==> src/sv/tcss_pkg.sv <==
// ----------------------------------------------------------------------------
// tcss_pkg: shared types and constants of the terminal screen unit
// Byte codes of the control language, function codes, parser and
// sequencer states, and the structs passed between the modules.
// ----------------------------------------------------------------------------
package tcss_pkg;

   // function code carried in tuser of the request channel
   typedef enum logic [1:0] {
      FUNC_FEED = 2'd0,
      FUNC_READ = 2'd1,
      FUNC_NEW  = 2'd2,
      FUNC_NONE = 2'd3
   } func_type;

   // escape parser phase
   typedef enum logic [1:0] {
      PHASE_NORMAL = 2'd0,
      PHASE_CARET  = 2'd1,
      PHASE_DIGIT  = 2'd2
   } phase_type;

   // top level sequencer
   typedef enum logic {
      ST_IDLE = 1'b0,
      ST_EXEC = 1'b1
   } state_type;

   localparam logic [7:0] CHAR_CARET   = 8'd94;
   localparam logic [7:0] CHAR_SPACE   = 8'd32;
   localparam logic [7:0] CHAR_TILDE   = 8'd126;
   localparam logic [7:0] CHAR_ZERO    = 8'd48;
   localparam logic [7:0] CHAR_NINE    = 8'd57;
   localparam logic [7:0] CHAR_LOW_B   = 8'd98;
   localparam logic [7:0] CHAR_LOW_C   = 8'd99;
   localparam logic [7:0] CHAR_LOW_D   = 8'd100;
   localparam logic [7:0] CHAR_LOW_E   = 8'd101;
   localparam logic [7:0] CHAR_LOW_H   = 8'd104;
   localparam logic [7:0] CHAR_LOW_I   = 8'd105;
   localparam logic [7:0] CHAR_LOW_L   = 8'd108;
   localparam logic [7:0] CHAR_LOW_O   = 8'd111;
   localparam logic [7:0] CHAR_LOW_R   = 8'd114;
   localparam logic [7:0] CHAR_LOW_U   = 8'd117;

   // row memory write control
   typedef struct packed {
      logic wr_en;
      logic clear_all;
   } mem_ctl_type;

   // one result transaction
   typedef struct packed {
      logic       insert_on;
      logic [3:0] cursor_col;
      logic [3:0] cursor_row;
      logic [7:0] cell_char;
   } rsp_type;

endpackage

==> src/sv/terminal_control_sequence_screen_unit.sv <==
// ----------------------------------------------------------------------------
// terminal_control_sequence_screen_unit: character-cell terminal screen
// Interprets a byte stream with caret control sequences into a ROWS by
// COLS screen held in a row-wide memory, and answers cell reads.
// ----------------------------------------------------------------------------
// Each request transaction (feed a byte, read a cell, or start a new screen)
// yields exactly one response transaction carrying the cell byte (reads only,
// zero otherwise), the cursor after the request and the insert-mode flag.
// A request is handled in an accepting cycle and an edit cycle: the cycle
// that accepts it also issues the read of one screen row from the row
// memory, and the row is registered at the accepting edge; the edit cycle
// edits that row and writes it back while the response is loaded into the
// output register. The request side is ready again only once the edit
// cycle has ended, so a new request is not taken before the last one is
// committed; a response left waiting in the output register holds the
// edit cycle until it is taken. Clearing the screen (the c code or a new
// screen) runs no clearing pass: a per-row valid bit makes a cleared row
// read as spaces until it is next written, and no clearing pass runs after
// reset.
// ----------------------------------------------------------------------------
module terminal_control_sequence_screen_unit #(
   parameter int ROWS = 10,
   parameter int COLS = 10
) (
   input  logic        clock,
   input  logic        reset,
   // request channel
   input  logic        req_tvalid,
   output logic        req_tready,
   input  logic [15:0] req_tdata,  // [7:0] char_code, [11:8] read_row, [15:12] read_col
   input  logic [1:0]  req_tuser,  // [1:0] func
   // response channel
   output logic        rsp_tvalid,
   input  logic        rsp_tready,
   output logic [23:0] rsp_tdata   // [7:0] cell_char, [11:8] cursor_row,
                                   // [15:12] cursor_col, [16] insert_on, rest zero
);

   localparam int ROW_W = $clog2(ROWS);
   localparam int COL_W = $clog2(COLS);

   tcss_pkg::state_type   state_ff, state_in;
   logic                  accept;
   logic                  commit;

   // latched request
   tcss_pkg::func_type    item_func_ff;
   logic [7:0]            item_char_ff;
   logic [COL_W-1:0]      item_col_ff;
   logic                  item_hit_ff;

   logic [3:0]            req_row, req_col;
   logic                  req_hit;
   tcss_pkg::func_type    req_func;
   logic [ROW_W-1:0]      row_pos;
   logic [ROW_W-1:0]      rd_addr;
   logic [COLS*8-1:0]     row_q;
   logic [COLS*8-1:0]     wr_data;
   tcss_pkg::mem_ctl_type mem_ctl;
   tcss_pkg::rsp_type     result;

   // output register
   logic                  rsp_valid_ff;
   tcss_pkg::rsp_type     rsp_data_ff;

   assign req_func = tcss_pkg::func_type'(req_tuser);
   assign req_row  = req_tdata[11:8];
   assign req_col  = req_tdata[15:12];
   assign req_hit  = (req_row < 4'(ROWS)) && (req_col < 4'(COLS));

   // reads fetch the addressed row (row 0 when off the screen), everything else the cursor row
   assign rd_addr = (req_func == tcss_pkg::FUNC_READ)
                    ? (req_hit ? req_row[ROW_W-1:0] : '0) : row_pos;

   // next state
   always_comb begin
      state_in = state_ff;
      unique case (state_ff)
         tcss_pkg::ST_IDLE: if (accept) state_in = tcss_pkg::ST_EXEC;
         tcss_pkg::ST_EXEC: if (commit) state_in = tcss_pkg::ST_IDLE;
         default:           state_in = tcss_pkg::ST_IDLE;
      endcase
   end

   // sequencer outputs
   always_comb begin
      req_tready = 1'b0;
      commit     = 1'b0;
      unique case (state_ff)
         tcss_pkg::ST_IDLE: req_tready = 1'b1;
         tcss_pkg::ST_EXEC: commit = !rsp_valid_ff || rsp_tready;
         default: begin
         end
      endcase
   end

   assign accept = req_tvalid && req_tready;

   always_ff @(posedge clock) begin
      if (reset) begin
         state_ff     <= tcss_pkg::ST_IDLE;
         rsp_valid_ff <= 1'b0;
      end else begin
         state_ff <= state_in;
         if (commit) begin
            rsp_valid_ff <= 1'b1;
         end else if (rsp_tready) begin
            rsp_valid_ff <= 1'b0;
         end
      end
   end

   // hold the request and the response payload
   always_ff @(posedge clock) begin
      if (accept) begin
         item_func_ff <= req_func;
         item_char_ff <= req_tdata[7:0];
         item_col_ff  <= req_col[COL_W-1:0];
         item_hit_ff  <= req_hit;
      end
      if (commit) begin
         rsp_data_ff <= result;
      end
   end

   tcss_row_mem #(
      .ROWS  (ROWS),
      .COLS  (COLS),
      .ROW_W (ROW_W)
   ) u_row_mem (
      .clock   (clock),
      .reset   (reset),
      .rd_en   (accept),
      .rd_addr (rd_addr),
      .rd_data (row_q),
      .ctl     (mem_ctl),
      .wr_addr (row_pos),
      .wr_data (wr_data)
   );

   tcss_engine #(
      .ROWS  (ROWS),
      .COLS  (COLS),
      .ROW_W (ROW_W),
      .COL_W (COL_W)
   ) u_engine (
      .clock     (clock),
      .reset     (reset),
      .commit    (commit),
      .item_func (item_func_ff),
      .item_char (item_char_ff),
      .item_col  (item_col_ff),
      .item_hit  (item_hit_ff),
      .row_q     (row_q),
      .row_pos   (row_pos),
      .mem_ctl   (mem_ctl),
      .wr_data   (wr_data),
      .result    (result)
   );

   assign rsp_tvalid = rsp_valid_ff;
   assign rsp_tdata  = {7'd0, rsp_data_ff};

   // an accepted transaction always moves into the edit cycle
   a_accept_exec: assert property (@(posedge clock) disable iff (reset)
      accept |=> (state_ff == tcss_pkg::ST_EXEC))
      else $error("accepted transaction did not enter edit cycle");

   // memory writes and clears only happen in the edit cycle
   a_write_in_exec: assert property (@(posedge clock) disable iff (reset)
      (mem_ctl.wr_en || mem_ctl.clear_all) |-> (state_ff == tcss_pkg::ST_EXEC))
      else $error("row memory written outside edit cycle");

   // a committed transaction is presented on the next cycle
   a_commit_rsp: assert property (@(posedge clock) disable iff (reset)
      commit |=> rsp_tvalid)
      else $error("committed transaction not presented");

   // cursor never leaves the screen
   a_cursor_range: assert property (@(posedge clock) disable iff (reset)
      (result.cursor_row < 4'(ROWS)) && (result.cursor_col < 4'(COLS)))
      else $error("cursor outside the screen");

endmodule

==> src/sv/tcss_row_mem.sv <==
// ----------------------------------------------------------------------------
// tcss_row_mem: row-wide screen memory
// One entry per screen row, with a registered synchronous read.
// A valid bit per row stands in for the clear: a row never written since
// the last clear reads as spaces.
// ----------------------------------------------------------------------------
module tcss_row_mem #(
   parameter int ROWS  = 10,
   parameter int COLS  = 10,
   parameter int ROW_W = 4
) (
   input  logic                       clock,
   input  logic                       reset,
   input  logic                       rd_en,
   input  logic [ROW_W-1:0]           rd_addr,
   output logic [COLS*8-1:0]          rd_data,
   input  tcss_pkg::mem_ctl_type      ctl,
   input  logic [ROW_W-1:0]           wr_addr,
   input  logic [COLS*8-1:0]          wr_data
);

   logic [COLS*8-1:0] mem [ROWS];
   logic [COLS*8-1:0] rd_raw_ff;
   logic              rd_valid_ff;
   logic [ROWS-1:0]   row_valid_ff;

   always_ff @(posedge clock) begin
      if (ctl.wr_en) begin
         mem[wr_addr] <= wr_data;
      end
      if (rd_en) begin
         rd_raw_ff <= mem[rd_addr];
      end
   end

   always_ff @(posedge clock) begin
      if (reset) begin
         row_valid_ff <= '0;
         rd_valid_ff  <= 1'b0;
      end else begin
         if (ctl.clear_all) begin
            row_valid_ff <= '0;
         end else if (ctl.wr_en) begin
            row_valid_ff[wr_addr] <= 1'b1;
         end
         if (rd_en) begin
            rd_valid_ff <= row_valid_ff[rd_addr];
         end
      end
   end

   // substitute a blank row for a row cleared since its last write
   assign rd_data = rd_valid_ff ? rd_raw_ff : {COLS{tcss_pkg::CHAR_SPACE}};

endmodule

==> src/sv/tcss_engine.sv <==
// ----------------------------------------------------------------------------
// tcss_engine: escape parser, cursor state and row edit
// Decode one transaction against the parser state, edit the fetched row
// and issue the write back; update state on commit.
// ----------------------------------------------------------------------------
module tcss_engine #(
   parameter int ROWS  = 10,
   parameter int COLS  = 10,
   parameter int ROW_W = 4,
   parameter int COL_W = 4
) (
   input  logic                  clock,
   input  logic                  reset,
   input  logic                  commit,
   input  tcss_pkg::func_type    item_func,
   input  logic [7:0]            item_char,
   input  logic [COL_W-1:0]      item_col,
   input  logic                  item_hit,
   input  logic [COLS*8-1:0]     row_q,
   output logic [ROW_W-1:0]      row_pos,
   output tcss_pkg::mem_ctl_type mem_ctl,
   output logic [COLS*8-1:0]     wr_data,
   output tcss_pkg::rsp_type     result
);

   localparam logic [ROW_W-1:0] ROW_LAST = ROW_W'(ROWS - 1);
   localparam logic [COL_W-1:0] COL_LAST = COL_W'(COLS - 1);
   localparam logic [3:0]       ROW_MAX  = 4'(ROWS - 1);
   localparam logic [3:0]       COL_MAX  = 4'(COLS - 1);

   logic [ROW_W-1:0]    row_ff, row_in;
   logic [COL_W-1:0]    col_ff, col_in;
   logic                ovr_ff, ovr_in;
   tcss_pkg::phase_type phase_ff, phase_in;
   logic [3:0]          pend_ff, pend_in;

   logic                do_put, do_erase, do_clear;
   logic [7:0]          put_char;
   logic                is_digit;
   logic [7:0]          digit_wide;
   logic [3:0]          digit;
   logic [COLS*8-1:0]   shifted;

   assign digit_wide = item_char - tcss_pkg::CHAR_ZERO;
   assign digit      = digit_wide[3:0];
   assign is_digit   = (item_char >= tcss_pkg::CHAR_ZERO) &&
                       (item_char <= tcss_pkg::CHAR_NINE);

   // parser and cursor
   always_comb begin
      row_in   = row_ff;
      col_in   = col_ff;
      ovr_in   = ovr_ff;
      phase_in = phase_ff;
      pend_in  = pend_ff;
      do_put   = 1'b0;
      do_erase = 1'b0;
      do_clear = 1'b0;
      put_char = item_char;
      unique case (item_func)
         tcss_pkg::FUNC_FEED: begin
            unique case (phase_ff)
               tcss_pkg::PHASE_CARET: begin
                  phase_in = tcss_pkg::PHASE_NORMAL;
                  unique case (item_char)
                     tcss_pkg::CHAR_LOW_B: col_in = '0;
                     tcss_pkg::CHAR_LOW_C: do_clear = 1'b1;
                     tcss_pkg::CHAR_LOW_D: begin
                        if (row_ff != ROW_LAST) row_in = row_ff + 1'b1;
                     end
                     tcss_pkg::CHAR_LOW_E: do_erase = 1'b1;
                     tcss_pkg::CHAR_LOW_H: begin
                        row_in = '0;
                        col_in = '0;
                     end
                     tcss_pkg::CHAR_LOW_I: ovr_in = 1'b0;
                     tcss_pkg::CHAR_LOW_L: begin
                        if (col_ff != '0) col_in = col_ff - 1'b1;
                     end
                     tcss_pkg::CHAR_LOW_O: ovr_in = 1'b1;
                     tcss_pkg::CHAR_LOW_R: begin
                        if (col_ff != COL_LAST) col_in = col_ff + 1'b1;
                     end
                     tcss_pkg::CHAR_LOW_U: begin
                        if (row_ff != '0) row_in = row_ff - 1'b1;
                     end
                     tcss_pkg::CHAR_CARET: do_put = 1'b1;
                     default: begin
                        if (is_digit) begin
                           pend_in  = digit;
                           phase_in = tcss_pkg::PHASE_DIGIT;
                        end
                     end
                  endcase
               end
               tcss_pkg::PHASE_DIGIT: begin
                  phase_in = tcss_pkg::PHASE_NORMAL;
                  if (is_digit) begin
                     row_in = (pend_ff > ROW_MAX) ? ROW_LAST : pend_ff[ROW_W-1:0];
                     col_in = (digit > COL_MAX) ? COL_LAST : digit[COL_W-1:0];
                  end
               end
               default: begin
                  if (item_char == tcss_pkg::CHAR_CARET) begin
                     phase_in = tcss_pkg::PHASE_CARET;
                  end else if ((item_char >= tcss_pkg::CHAR_SPACE) &&
                               (item_char <= tcss_pkg::CHAR_TILDE)) begin
                     do_put = 1'b1;
                  end
               end
            endcase
         end
         tcss_pkg::FUNC_NEW: begin
            do_clear = 1'b1;
            row_in   = '0;
            col_in   = '0;
            ovr_in   = 1'b1;
            phase_in = tcss_pkg::PHASE_NORMAL;
            pend_in  = '0;
         end
         default: begin
         end
      endcase
      // advance after a write, stick at the last column
      if (do_put && (col_ff != COL_LAST)) begin
         col_in = col_ff + 1'b1;
      end
   end

   // row edit: insert shift, put and erase to end of line
   assign shifted = row_q << 8;

   always_comb begin
      for (int k = 0; k < COLS; k++) begin
         if (do_erase) begin
            wr_data[8*k +: 8] = (COL_W'(k) >= col_ff) ? tcss_pkg::CHAR_SPACE
                                                      : row_q[8*k +: 8];
         end else if (COL_W'(k) == col_ff) begin
            wr_data[8*k +: 8] = put_char;
         end else if ((COL_W'(k) > col_ff) && !ovr_ff) begin
            wr_data[8*k +: 8] = shifted[8*k +: 8];
         end else begin
            wr_data[8*k +: 8] = row_q[8*k +: 8];
         end
      end
   end

   assign mem_ctl.wr_en     = commit && (do_put || do_erase);
   assign mem_ctl.clear_all = commit && do_clear;
   assign row_pos           = row_ff;

   assign result.cell_char  = (item_hit && (item_func == tcss_pkg::FUNC_READ))
                              ? row_q[{item_col, 3'b000} +: 8] : 8'd0;
   assign result.cursor_row = 4'(row_in);
   assign result.cursor_col = 4'(col_in);
   assign result.insert_on  = ~ovr_in;

   always_ff @(posedge clock) begin
      if (reset) begin
         row_ff   <= '0;
         col_ff   <= '0;
         ovr_ff   <= 1'b1;
         phase_ff <= tcss_pkg::PHASE_NORMAL;
         pend_ff  <= '0;
      end else if (commit) begin
         row_ff   <= row_in;
         col_ff   <= col_in;
         ovr_ff   <= ovr_in;
         phase_ff <= phase_in;
         pend_ff  <= pend_in;
      end
   end

endmodule

==> config.mk <==
export PLATFORM = sky130hd
export DESIGN_NAME = terminal_control_sequence_screen_unit
export DESIGN_NICKNAME = d
export VERILOG_FILES = /design/src/sv/tcss_pkg.sv /design/src/sv/terminal_control_sequence_screen_unit.sv /design/src/sv/tcss_row_mem.sv /design/src/sv/tcss_engine.sv
export SDC_FILE = /design/constraint.sdc
export NUM_CORES = 1
export LEC_CHECK = 0
export ABC_AREA = 1
export CAP_MARGIN = 20
export CELL_PAD_IN_SITES_DETAIL_PLACEMENT = 0
export CELL_PAD_IN_SITES_GLOBAL_PLACEMENT = 1
export CORE_MARGIN = 1.5
export CORE_UTILIZATION = 30
export DETAILED_ROUTE_END_ITERATION = 7
export DONT_BUFFER_PORTS = 1
export PLACE_DENSITY_LB_ADDON = 0.1
export REMOVE_ABC_BUFFERS = 1
export SLEW_MARGIN = 20
export SYNTH_ARGS = -nofsm -noshare
export SYNTH_HDL_FRONTEND = slang
export SYNTH_SLANG_ARGS = --single-unit
==> constraint.sdc <==
create_clock -name clock -period 19.5 [get_ports clock]
set_input_delay 1.95 -clock clock [delete_from_list [all_inputs] [get_ports clock]]
set_output_delay 1.95 -clock clock [all_outputs]
set_load 0.03 [all_outputs]
### Yosys cells after proc, flatten, opt, wreduce, memory -nomap -nowiden

Memories as Yosys holds them, arrays and structs flattened. A register that Yosys moved wholly into a read port is not among the register bits.
Cells that the tools add are included.

* word-level logic and storage cells: 217
* output and inout bits: 26
* bits of input ports: 22
* register bits: 60
* memories kept: 1
* RAM bits: 800

* bitwise logic cells: 3
* mux-type cells: 94
* shift operators: 1
* magnitude comparators: 31
* $add $sub $neg: 5
* equality and inequality tests: 31
* reductions and logical operators: 34

Memories
* u_row_mem.mem: depth 10, bits a word 80, read ports 1, clocked after memory_dff 1, write ports 1, RTL line tcss_row_mem.sv:22 `logic [COLS*8-1:0] mem [ROWS];`

Operators with widths (count)
* two-way mux 8 bit: 40
* equality test 8 x 7 -> 1 bit, second input constant: 11
* two-way mux 80 bit: 1
* variable part select 80 x 8 -> 8 bit: 1
* two-way mux 4 bit: 14
* one-hot mux 4 bit (2 select lines): 5
* one-hot mux 4 bit (3 select lines): 2
* two-way mux 1 bit: 20
* logical AND 1 bit: 19
* equality test 3 x 4 -> 1 bit, first input constant: 4
* greater-or-equal comparator 3 x 4 -> 1 bit, first input constant: 4
* greater-or-equal comparator 8 x 6 -> 1 bit, second input constant: 2
* > comparator 3 x 4 -> 1 bit, first input constant: 4
* subtractor 4 x 1 -> 4 bit, second input constant: 3
* OR reduction 11 bit: 1
* less-than comparator 4 x 5 -> 1 bit, second input constant: 2
* bitwise OR 10 bit: 1
* one-hot mux 1 bit (2 select lines): 5
* adder 4 x 1 -> 4 bit, second input constant: 2
* equality test 2 x 4 -> 1 bit, first input constant: 2
* equality test 4 bit, first input constant: 2
* greater-or-equal comparator 1 x 4 -> 1 bit, first input constant: 2
* greater-or-equal comparator 2 x 4 -> 1 bit, first input constant: 2
* greater-or-equal comparator 4 bit, first input constant: 2
* other kinds (29): 48

### Longest topological paths before layout

Gate-level depths: netlist of the first run.

* depth in word-level cells: 10
* gate-level depth with buffers: 15
* mapped depth without buffers: 14

### Hierarchy

A second synthesis of the first run with hierarchy kept.

* cells, all modules: 3804
* area, all modules: 41303.4 um^2

Modules (own cells, without submodules)
* tcss_row_mem: instances 1, sequential area each 26645.6 um^2, area each 35067.4 um^2, cells each 2737
* tcss_engine: instances 1, sequential area each 300.3 um^2, area each 5016.1 um^2, cells each 991
* terminal_control_sequence_screen_unit: instances 1, sequential area each 1001.0 um^2, area each 1219.9 um^2, cells each 76

### Worst setup path before layout of the first run

Ideal clock, no wire load.

* path kind: input-to-reg
* start: input port rsp_tready
* end: memory u_row_mem.mem[8][0] (netlist bit) (enable)
* arrival: 7.795 ns
* setup time: 0.617 ns
* path buffers: 0
* path slack: 11.088 ns
* required time: 18.883 ns
* stages: 6
* path through: inv_1 nand2_1 nand2_1 a21oi_2 inv_1 nor3_1

* cells in the longest elaborated chain, start to end: 5

RTL lines
* start, declared: RTL line terminal_control_sequence_screen_unit.sv:34 `input logic rsp_tready,`
* logical OR 1 bit: RTL line terminal_control_sequence_screen_unit.sv:91 `tcss_pkg::ST_EXEC: commit = !rsp_valid_ff || rsp_tready;`
* two-way mux 1 bit: RTL line terminal_control_sequence_screen_unit.sv:89 `unique case (state_ff)`
* logical AND 1 bit: RTL line tcss_engine.sv:148 `assign mem_ctl.wr_en = commit && (do_put || do_erase);`
* two-way mux 1 bit: RTL line tcss_row_mem.sv:28 `if (ctl.wr_en) begin`
* two-way mux 1 bit (implied by the code): RTL line tcss_row_mem.sv:29 `mem[wr_addr] <= wr_data;`
* end, declared: RTL line tcss_row_mem.sv:22

No other way between the ends.

### Final worst setup path of the first run

* start: input port req_tdata[14]
* end: register u_row_mem.rd_raw_ff[73], read port of u_row_mem.mem (data pin)

* cells in the longest elaborated chain, start to end: 4

RTL lines
* start, declared: RTL line terminal_control_sequence_screen_unit.sv:30 `input logic [15:0] req_tdata,`
* less-than comparator 4 bit: RTL line terminal_control_sequence_screen_unit.sv:69 `assign req_hit = (req_row < 4'(ROWS)) && (req_col < 4'(COLS));`
* logical AND 1 bit: RTL line terminal_control_sequence_screen_unit.sv:69
* two-way mux 4 bit (2 in a row): RTL line terminal_control_sequence_screen_unit.sv:73 `? (req_hit ? req_row[ROW_W-1:0] : '0) : row_pos;`
* end, declared: RTL line tcss_row_mem.sv:23 `logic [COLS*8-1:0] rd_raw_ff;`

No other way between the ends.
A chain may end at the register's enable or synchronous reset.

==> Implementation_results.wiki, run 1 <==
{| class="wikitable"
! Metric !! Value
|-
| Status || completed
|-
| Maximum ir drop on the vdd rail || 0.00006398 V
|-
| Adder and majority cell fraction of the synthesized area || 0.3022%
|-
| Internal cell power || 3.442 mW
|-
| Clock latency reported for the late side of the worst-skew pair || 0.75 ns
|-
| Average via count per standard cell || 5.193
|-
| Detailed-route wire length per cell || around 26 um
|-
| Filler instances || 13640
|-
| Clk sink count || 940
|-
| Avg Synthesized Cell Area || between 10 and 15 um2
|-
| Power density over the cells || 96.92 nW/um2
|-
| Chip Width || 374.5 um
|-
| RSZ-0062 raised after global routing || false
|-
| Main synth FF type || sky130_fd_sc_hd__edfxtp_1
|-
| Final Cycle Share || 26.53%
|-
| Worst-path cell with the longest stage delay || sky130_fd_sc_hd__buf_4
|-
| Clock tree from TritonCTS || yes
|-
| Power share of the sequential group || between 50% and 60%
|-
| Sw power || 1.091 mW
|-
| Final layout net count || 3615
|-
| Max Root-Sink Buffers || 3
|-
| I/O pin count || between 40 and 50
|-
| Post-CTS resize count || 0
|-
| Remaining design rule violation count || 0
|-
| Total die area || 140200 um2
|-
| Starting utilization of the core area || a little under a third
|-
| Proportion of layout cells with a drive suffix above 1 || under 10%
|-
| Post-synth design cell area || roughly 41000 um2
|-
| Crit path time final || 5.174 ns
|-
| First drt pass iteration count || 5
|-
| GRT Resource Usage Total || 20.13%
|-
| Pins over their slew limit || 0
|-
| Actual transition at the worst max-transition pin || roughly 1.1 ns
|-
| Share of power burned in combinational logic || around 5.8%
|-
| Max cap viols || 0
|-
| Worst Hold Slack || about 0.46 ns
|-
| GR Overflow Total || 0
|-
| Hold bufs inserted after CTS || 0
|-
| Simple logic cell fraction of the synthesized area || between 10% and 20%
|-
| Hold/Removal Path Class || register to register
|-
| Proportion of synthesized area in mux cells || 0%
|-
| Initial drt markers || 2499
|-
| Critical Path RT || approximately 20 ns
|-
| Fraction of the mapped netlist area in compound gates || 14.06%
|-
| Count of warnings emitted by yosys || 0
|-
| Count of flip-flops with a built-in enable after synthesis || 912
|-
| Cell Area, Placed || ~43000 um2
|-
| Distinct cell type count of the synthesized netlist || 52
|-
| Overall via count from detail_route || 28410
|-
| CTS H-Tree Depth || 3
|-
| Register clock-pin slew on the reported worst setup and hold paths || around 0.06 ns
|-
| Cts bufs inserted || 109
|-
| CP peak stage delay || 0.78 ns
|-
| Number of core rows || ~140
|-
| Final weighted congestion in routability-driven placement || 0.8367
|-
| Critical Path Source Type || input port
|-
| Critical path data arrival time || ~5.7 ns
|-
| Fmax || 193.3 MHz
|-
| Total power draw || 4.533 mW
|-
| Most common library cell in the layout ignoring fill and taps || sky130_fd_sc_hd__edfxtp_1
|-
| Setup TNS || 0 ns
|-
| Antenna diode instance count || 0
|-
| Setup violators final || 0
|-
| Kind of capture point of the worst setup path || register
|-
| Start-to-end type of the worst setup path || input port to register
|-
| Total routed wirelength || roughly 140000 um
|-
| Ys async rst share || 0%
|-
| Commonest cells after routing, fill and taps aside || sky130_fd_sc_hd__edfxtp_1 (912), sky130_fd_sc_hd__nand2_1 (680), sky130_fd_sc_hd__inv_1 (440)
|-
| Count of input and output buffers || 0
|-
| Global-route wire length before repair || 205000 um
|-
| Setup fix buffers added after clock tree synthesis || 0
|-
| Part of the total power dissipated in the clock network || 43.8%
|-
| Post-route ant nets || 0
|-
| Synthesized netlist cell count || about 3600
|-
| Maximum number of pins on one net before global-route repair || between 150 and 200
|-
| Ordered list of cells on the worst path || o21ai_1 -> nand4_4 -> buf_4 -> nand2_8 -> buf_4 -> buf_4 -> nand2_1 -> o211ai_1 -> o211ai_1 -> nand3_1 -> nand2_1
|-
| Final clock skew || 0.03173 ns
|-
| Leakage power figure || 15.94 nW
|-
| Vias in the first global route || 27760
|-
| Layout Cell Area excl Fill || 46770 um2
|-
| Peak fanout along the critical path || 107
|-
| Number of endpoints with negative hold slack in the final report || 0
|-
| Chip Height || 374.5 um
|-
| Root cell of the clock tree || sky130_fd_sc_hd__clkbuf_16
|-
| Register area share after synthesis || 67.51%
|-
| Synthesis-to-layout area growth || 12.99%
|-
| Most numerous cell on the critical path || sky130_fd_sc_hd__buf_4
|-
| Number of storage elements in the synthesis netlist || 940
|-
| HPWL Detailed || between 70000 and 80000 um
|-
| Share of the synthesized netlist area taken by xor and xnor gates || less than 1%
|-
| Proportion of total power due to net switching || 24.07%
|-
| Combinational family with the most area after synthesis || compound AO/OA/AOI/OAI gates
|-
| Relative slew slack || 26.57%
|-
| Initial antenna violation count || 5
|-
| Area inside the core boundary || ~140000 um2
|}
-- synthesized netlist by cell type (9+ instances only) --
| library cell | count | area share [%] |
|---|---|---|
| sky130_fd_sc_hd__a21oi_1 | 181 | 2.2 |
| sky130_fd_sc_hd__a32oi_1 | 9 | 0.19 |
| sky130_fd_sc_hd__buf_1 | 17 | 0.15 |
| sky130_fd_sc_hd__buf_2 | 115 | 1.4 |
| sky130_fd_sc_hd__buf_4 | 17 | 0.31 |
| sky130_fd_sc_hd__clkbuf_1 | 79 | 0.72 |
| sky130_fd_sc_hd__dfxtp_1 | 28 | 1.4 |
| sky130_fd_sc_hd__edfxtp_1 | 912 | 66 |
| sky130_fd_sc_hd__ha_1 | 10 | 0.30 |
| sky130_fd_sc_hd__inv_1 | 442 | 4.0 |
| sky130_fd_sc_hd__inv_2 | 15 | 0.14 |
| sky130_fd_sc_hd__nand2_1 | 680 | 6.2 |
| sky130_fd_sc_hd__nand3_1 | 280 | 3.4 |
| sky130_fd_sc_hd__nand4_1 | 19 | 0.29 |
| sky130_fd_sc_hd__nor2_1 | 72 | 0.65 |
| sky130_fd_sc_hd__nor3_1 | 13 | 0.16 |
| sky130_fd_sc_hd__o211ai_1 | 424 | 7.7 |
| sky130_fd_sc_hd__o21ai_0 | 150 | 1.8 |
| sky130_fd_sc_hd__o21ai_1 | 35 | 0.42 |
| sky130_fd_sc_hd__o221ai_1 | 29 | 0.61 |
| sky130_fd_sc_hd__o22ai_1 | 17 | 0.26 |
| sky130_fd_sc_hd__o31ai_1 | 9 | 0.16 |
-- worst max-delay path: cells and delay by family --
family	cells	cell delay, ns
compound gates	3	0.83
simple gates	5	0.89
buf+inv	3	1.83
-- power by group through the flow --
| stage | clock, mW | combinational, mW | sequential [mW] |
|---|---|---|---|
| 6_report | 1.99 | 0.262 | 2.28 |
| 2_1_floorplan | 0 | 0.154 | 2.32 |
| 5_1_grt | 2.11 | 0.287 | 2.29 |
| 4_1_cts | 2.04 | 0.262 | 2.28 |
| 3_3_place_gp | 0 | 0.258 | 2.33 |
| 3_5_place_dp | 0 | 0.261 | 2.33 |
-- cell type report --
class / instances / area, um2 / area share (%)
Inverter: 463 / 1758 / 3.758
Multi-Input combinational cell: 2001 / 10770 / 23.02
Clock buffer: 135 / 2835 / 6.062
Timing Repair Buffer: 68 / 621.8 / 1.329
Tap cell: 1794 / 2245 / 4.799
Sequential cell: 940 / 27950 / 59.76
Clock inverter: 69 / 595.6 / 1.273
-- final timing paths --
kind,start,to,slack (ns),cells past startpoint
hold / removal,u_row_mem.row_valid_ff[9]$_SDFFE_PP0P_,u_row_mem.row_valid_ff[9]$_SDFFE_PP0P_,0.46,2
setup / recovery,req_tdata[14],u_row_mem.rd_raw_ff[73]$_DFFE_PP_,14.33,11
hold reg to reg,u_row_mem.row_valid_ff[9]$_SDFFE_PP0P_,u_row_mem.row_valid_ff[9]$_SDFFE_PP0P_,0.46,2
setup reg to reg,item_char_ff[1]$_DFFE_PP_,u_row_mem.mem[7][2]$_DFFE_PP_,14.42,10
-- cell families (layout without fill, tap and decap cells) --
group	count (synthesis)	in the layout
simple gates	1091	1091
flops	940	940
compound gates	890	890
buf+inv	695	735
fa+ha+maj	10	10
xor+xnor	3	3
other cells	1	7
-- stage by stage --
stage                     setup slack (ns)  cells  util [%]
after detailed placement             13.50   5264     31.56
after global placement               13.53   5260     31.54
after global routing                 14.06   5470     34.10
after CTS                            14.32   5468     34.06
final                                14.33   5470     34.10
after floorplan                      7.843   3404         -
-- per-layer routing --
metal / part of all wire (%) / vias to the layer above / wire (um) / GRT usage (%)
li1: - / 13010 / - / -
met1: 47 / 14450 / 66620 / 28.51
met2: 46 / 757 / 65670 / 32.07
met3: 4.6 / 188 / 6572 / 2.570
met4: 2.5 / 2 / 3546 / 6.113
met5: 0.0056 / - / 8 / 0
-- sequential cells by signal, indices dropped and copies added (netlist names) --
signal / count
item_char_ff: 8
item_col_ff: 4
item_func_ff: 2
item_hit_ff: 1
rsp_tdata: 17
rsp_tvalid: 1
state_ff: 1
u_engine.col_ff: 4
u_engine.ovr_ff: 1
u_engine.pend_ff: 4
u_engine.phase_ff: 2
u_engine.row_pos: 4
u_row_mem.mem: 800
u_row_mem.rd_raw_ff: 80
u_row_mem.rd_valid_ff: 1
u_row_mem.row_valid_ff: 10
Note: power is estimated with default switching activity, not from simulation.
==> run 2: changes to the inputs <==
ABC_AREA = 0   (was 1)
clock period = 4.8 ns   (was 19.5 ns; I/O delays follow)
==> run 2 against run 1 <==
Compared with the run above:
- first-iteration DRC count fell by 23%
- setup slack got worse by 13 ns
- global-route usage fell by 1.8 points
- critical path type is now register to register
- largest cell class unchanged
- highest routed layer unchanged
==> Implementation_results.wiki, run 2 <==
{| class="wikitable"
! Metric !! Value
|-
| Chip Width || around 370 um
|-
| Vias in the first global route || 23330
|-
| Fraction of the mapped netlist area in compound gates || 7.056%
|-
| Hold/Removal Path Class || input port to register
|-
| First drt pass iteration count || 8
|-
| Count of warnings emitted by yosys || 0
|-
| Placed cell count || 4222
|-
| Proportion of synthesized area in mux cells || 13.87%
|-
| Ys async rst share || 0%
|-
| Met2 WL post-DR || slightly below 60000 um
|-
| Final clock skew || about 0.030 ns
|-
| Proportion of layout cells with a drive suffix above 1 || between 10 and 15%
|-
| Post-Route M1 WL || 54270 um
|-
| RSZ-0062 raised after global routing || false
|-
| Setup violators final || 0
|-
| CTS H-Tree Depth || 3
|-
| Number of endpoints with negative hold slack in the final report || 0
|-
| Detailed-route wire length per cell || 27.49 um
|-
| Final weighted congestion in routability-driven placement || between 0.8 and 0.9
|-
| Layout Cell Area excl Fill || 45650 um2
|-
| Critical Path RT || a little over 5 ns
|-
| Area inside the core boundary || 129800 um2
|-
| Total die area || 133400 um2
|-
| Starting utilization of the core area || 30.33%
|-
| Max Root-Sink Buffers || 3
|-
| Cell Area, Placed || about 42000 um2
|-
| Setup slack of the critical path after layout || 1.019 ns
|-
| Status || completed
|-
| Path depth of the worst reg2reg path || 6
|-
| Clk sink count || 940
|-
| Post-route ant nets || 0
|-
| Met3 Routed Length || 5661 um
|-
| GR Overflow Total || 0
|-
| Fmax || 264.5 MHz
|-
| Count of flip-flops with a built-in enable after synthesis || approximately 910
|-
| Power density over the cells || between 300 and 400 nW/um2
|-
| Setup fix buffers added after clock tree synthesis || 0
|-
| Start-to-end type of the worst setup path || register to register
|-
| Simple logic cell fraction of the synthesized area || 5.565%
|-
| Overall via count from detail_route || 22860
|-
| Hold-critical path depth || 2
|-
| Initial drt markers || 1917
|-
| Crit path time final || 3.781 ns
|-
| Worst setup slack before clock tree synthesis || 1.136 ns
|-
| I/O pin count || 48
|-
| Top routing layer in use || met5
|-
| Total routed wirelength || 122100 um
|-
| Maximum number of pins on one net before global-route repair || 83
|-
| Post-synth top area cell || sky130_fd_sc_hd__edfxtp_1
|-
| Top post-synthesis cells by count || sky130_fd_sc_hd__edfxtp_1 (912), sky130_fd_sc_hd__mux2i_1 (505), sky130_fd_sc_hd__nand2_1 (247), sky130_fd_sc_hd__clkbuf_1 (102)
|-
| Share of the synthesized netlist area taken by xor and xnor gates || 0.08899%
|-
| Main synth FF type || sky130_fd_sc_hd__edfxtp_1
|-
| Pins over their slew limit || 0
|-
| Relative slew slack || a little over a fifth
|-
| Synthesized netlist cell count || around 2500
|-
| Synthesis-to-layout area growth || 15.96%
|-
| Top register by number of flip-flops || u_row_mem.mem
|-
| Flip-flop count of the largest register after layout || 800
|-
| Average via count per standard cell || 5.148
|-
| Top cells by area in the synthesized netlist || sky130_fd_sc_hd__edfxtp_1 (70%), sky130_fd_sc_hd__mux2i_1 (13%), sky130_fd_sc_hd__nand2_1 (2.4%)
|-
| Actual transition at the worst max-transition pin || 1.141 ns
|-
| Chip Height || 365.2 um
|-
| Critical Path Source Type || register
|-
| Global-route wire length before repair || 174800 um
|-
| Avg Synthesized Cell Area || about 15 um2
|-
| Max cap viols || 0
|-
| Register clock-pin slew on the reported worst setup and hold paths || 0.06 ns
|-
| Leakage power figure || ~18 nW
|-
| Number of core rows || roughly 130
|-
| Final layout net count || 2639
|-
| Clock latency reported for the late side of the worst-skew pair || approximately 0.7 ns
|-
| HPWL Detailed || 71150 um
|-
| Kind of capture point of the worst setup path || register
|-
| Combinational family with the most area after synthesis || multiplexers
|-
| Clock tree from TritonCTS || yes
|-
| Adder and majority cell fraction of the synthesized area || 0.3178%
|-
| Most common library cell in the layout ignoring fill and taps || sky130_fd_sc_hd__edfxtp_1
|-
| Total power draw || ~18 mW
|-
| Initial antenna violation count || 8
|-
| Final Instance Count excl. Fillers || around 4400
|-
| Root cell of the clock tree || sky130_fd_sc_hd__clkbuf_16
|-
| Maximum ir drop on the vdd rail || between 0.0003 and 0.0004 V
|-
| Post-CTS resize count || 0
|-
| Register area share after synthesis || 70.99%
|-
| Distinct cell type count of the synthesized netlist || 80
|-
| Number of storage elements in the synthesis netlist || 940
|-
| Count of input and output buffers || 0
|-
| Most repeated cell in the gate-level netlist after synthesis || sky130_fd_sc_hd__edfxtp_1
|-
| Post-synth design cell area || 39370 um2
|-
| Final Cycle Share || 78.77%
|-
| GRT Resource Usage Total || 18.38%
|-
| Peak fanout along the critical path || 26
|-
| Remaining design rule violation count || 0
|-
| Critical path data arrival time || between 4 and 5 ns
|-
| Hold bufs inserted after CTS || 18
|-
| Share of the synthesized area in the top cell type || between 60% and 70%
|-
| Commonest cells after routing, fill and taps aside || sky130_fd_sc_hd__edfxtp_1 (912), sky130_fd_sc_hd__mux2i_1 (505), sky130_fd_sc_hd__nand2_1 (245)
|-
| Cts bufs inserted || around 110
|}
-- run 2: cell count changes after synthesis, sizes merged, moves of 134 or more --
cell / change
a21oi: -134
inv: -429
mux2i: +505
nand2: -439
nand3: -237
o211ai: -412
o21ai: -142
-- run 2: stage by stage --
stage | utilization, % | hold WS, ns | setup TNS (ns)
after global placement | 32.35 | 0.4556 | 0
final | 35.17 | 0.05184 | 0
after CTS | 35.13 | 0.03590 | 0
after floorplan | - | 0.4244 | -5195.22
after detailed placement | 32.37 | 0.4604 | 0
after global routing | 35.16 | 0.02000 | 0
-- run 2: layout make-up --
type	instances	area [um2]
Fill cell	12480	84160
Sequential cell	940	27950
Multi-Input combinational cell	1421	10770
Clock buffer	121	2730
Tap cell	1742	2180
Timing Repair Buffer	108	1231
Clock inverter	75	669.4
Inverter	31	121.4
Antenna cell	3	7.507
-- run 2: final timing paths --
check,from,endpoint,slack [ns]
hold / removal,reset,u_row_mem.row_valid_ff[3]$_SDFFE_PP0P_,0.05
hold reg to reg,u_row_mem.row_valid_ff[7]$_SDFFE_PP0P_,u_row_mem.row_valid_ff[7]$_SDFFE_PP0P_,0.47
setup / recovery,item_char_ff[2]$_DFFE_PP_,u_row_mem.mem[3][37]$_DFFE_PP_,1.02
setup reg to reg,item_char_ff[2]$_DFFE_PP_,u_row_mem.mem[3][37]$_DFFE_PP_,1.02
-- run 2: logic make-up after synthesis --
| group | count (synthesis) |
|---|---|
| xor+xnor | 4 |
| other cells | 1 |
| compound gates | 407 |
| buf+inv | 194 |
| flops | 940 |
| simple gates | 468 |
| mux | 525 |
| fa+ha+maj | 10 |
-- run 2: report_power, final --
part	total, mW	internal, mW	switching [mW]	leakage (nW)
clock network	7.92	4.61	3.31	1.67
registers	9.18	9.05	0.130	8.75
logic	0.766	0.246	0.520	7.38
-- run 2: critical path: stages (launching register included) --
cell	delay (ns)
sky130_fd_sc_hd__edfxtp_1	0.75
sky130_fd_sc_hd__or3b_1	0.50
sky130_fd_sc_hd__or4_4	0.71
sky130_fd_sc_hd__nand2_4	0.18
sky130_fd_sc_hd__nor2_2	0.05
sky130_fd_sc_hd__o31a_4	0.37
sky130_fd_sc_hd__a21oi_1	0.84
-- run 2: routing by layer --
layer / vias up / GRT usage, %
met5: - / 0
met4: 2 / 4.564
met3: 169 / 3.015
met2: 608 / 30.92
met1: 11920 / 24.64
li1: 10160 / -
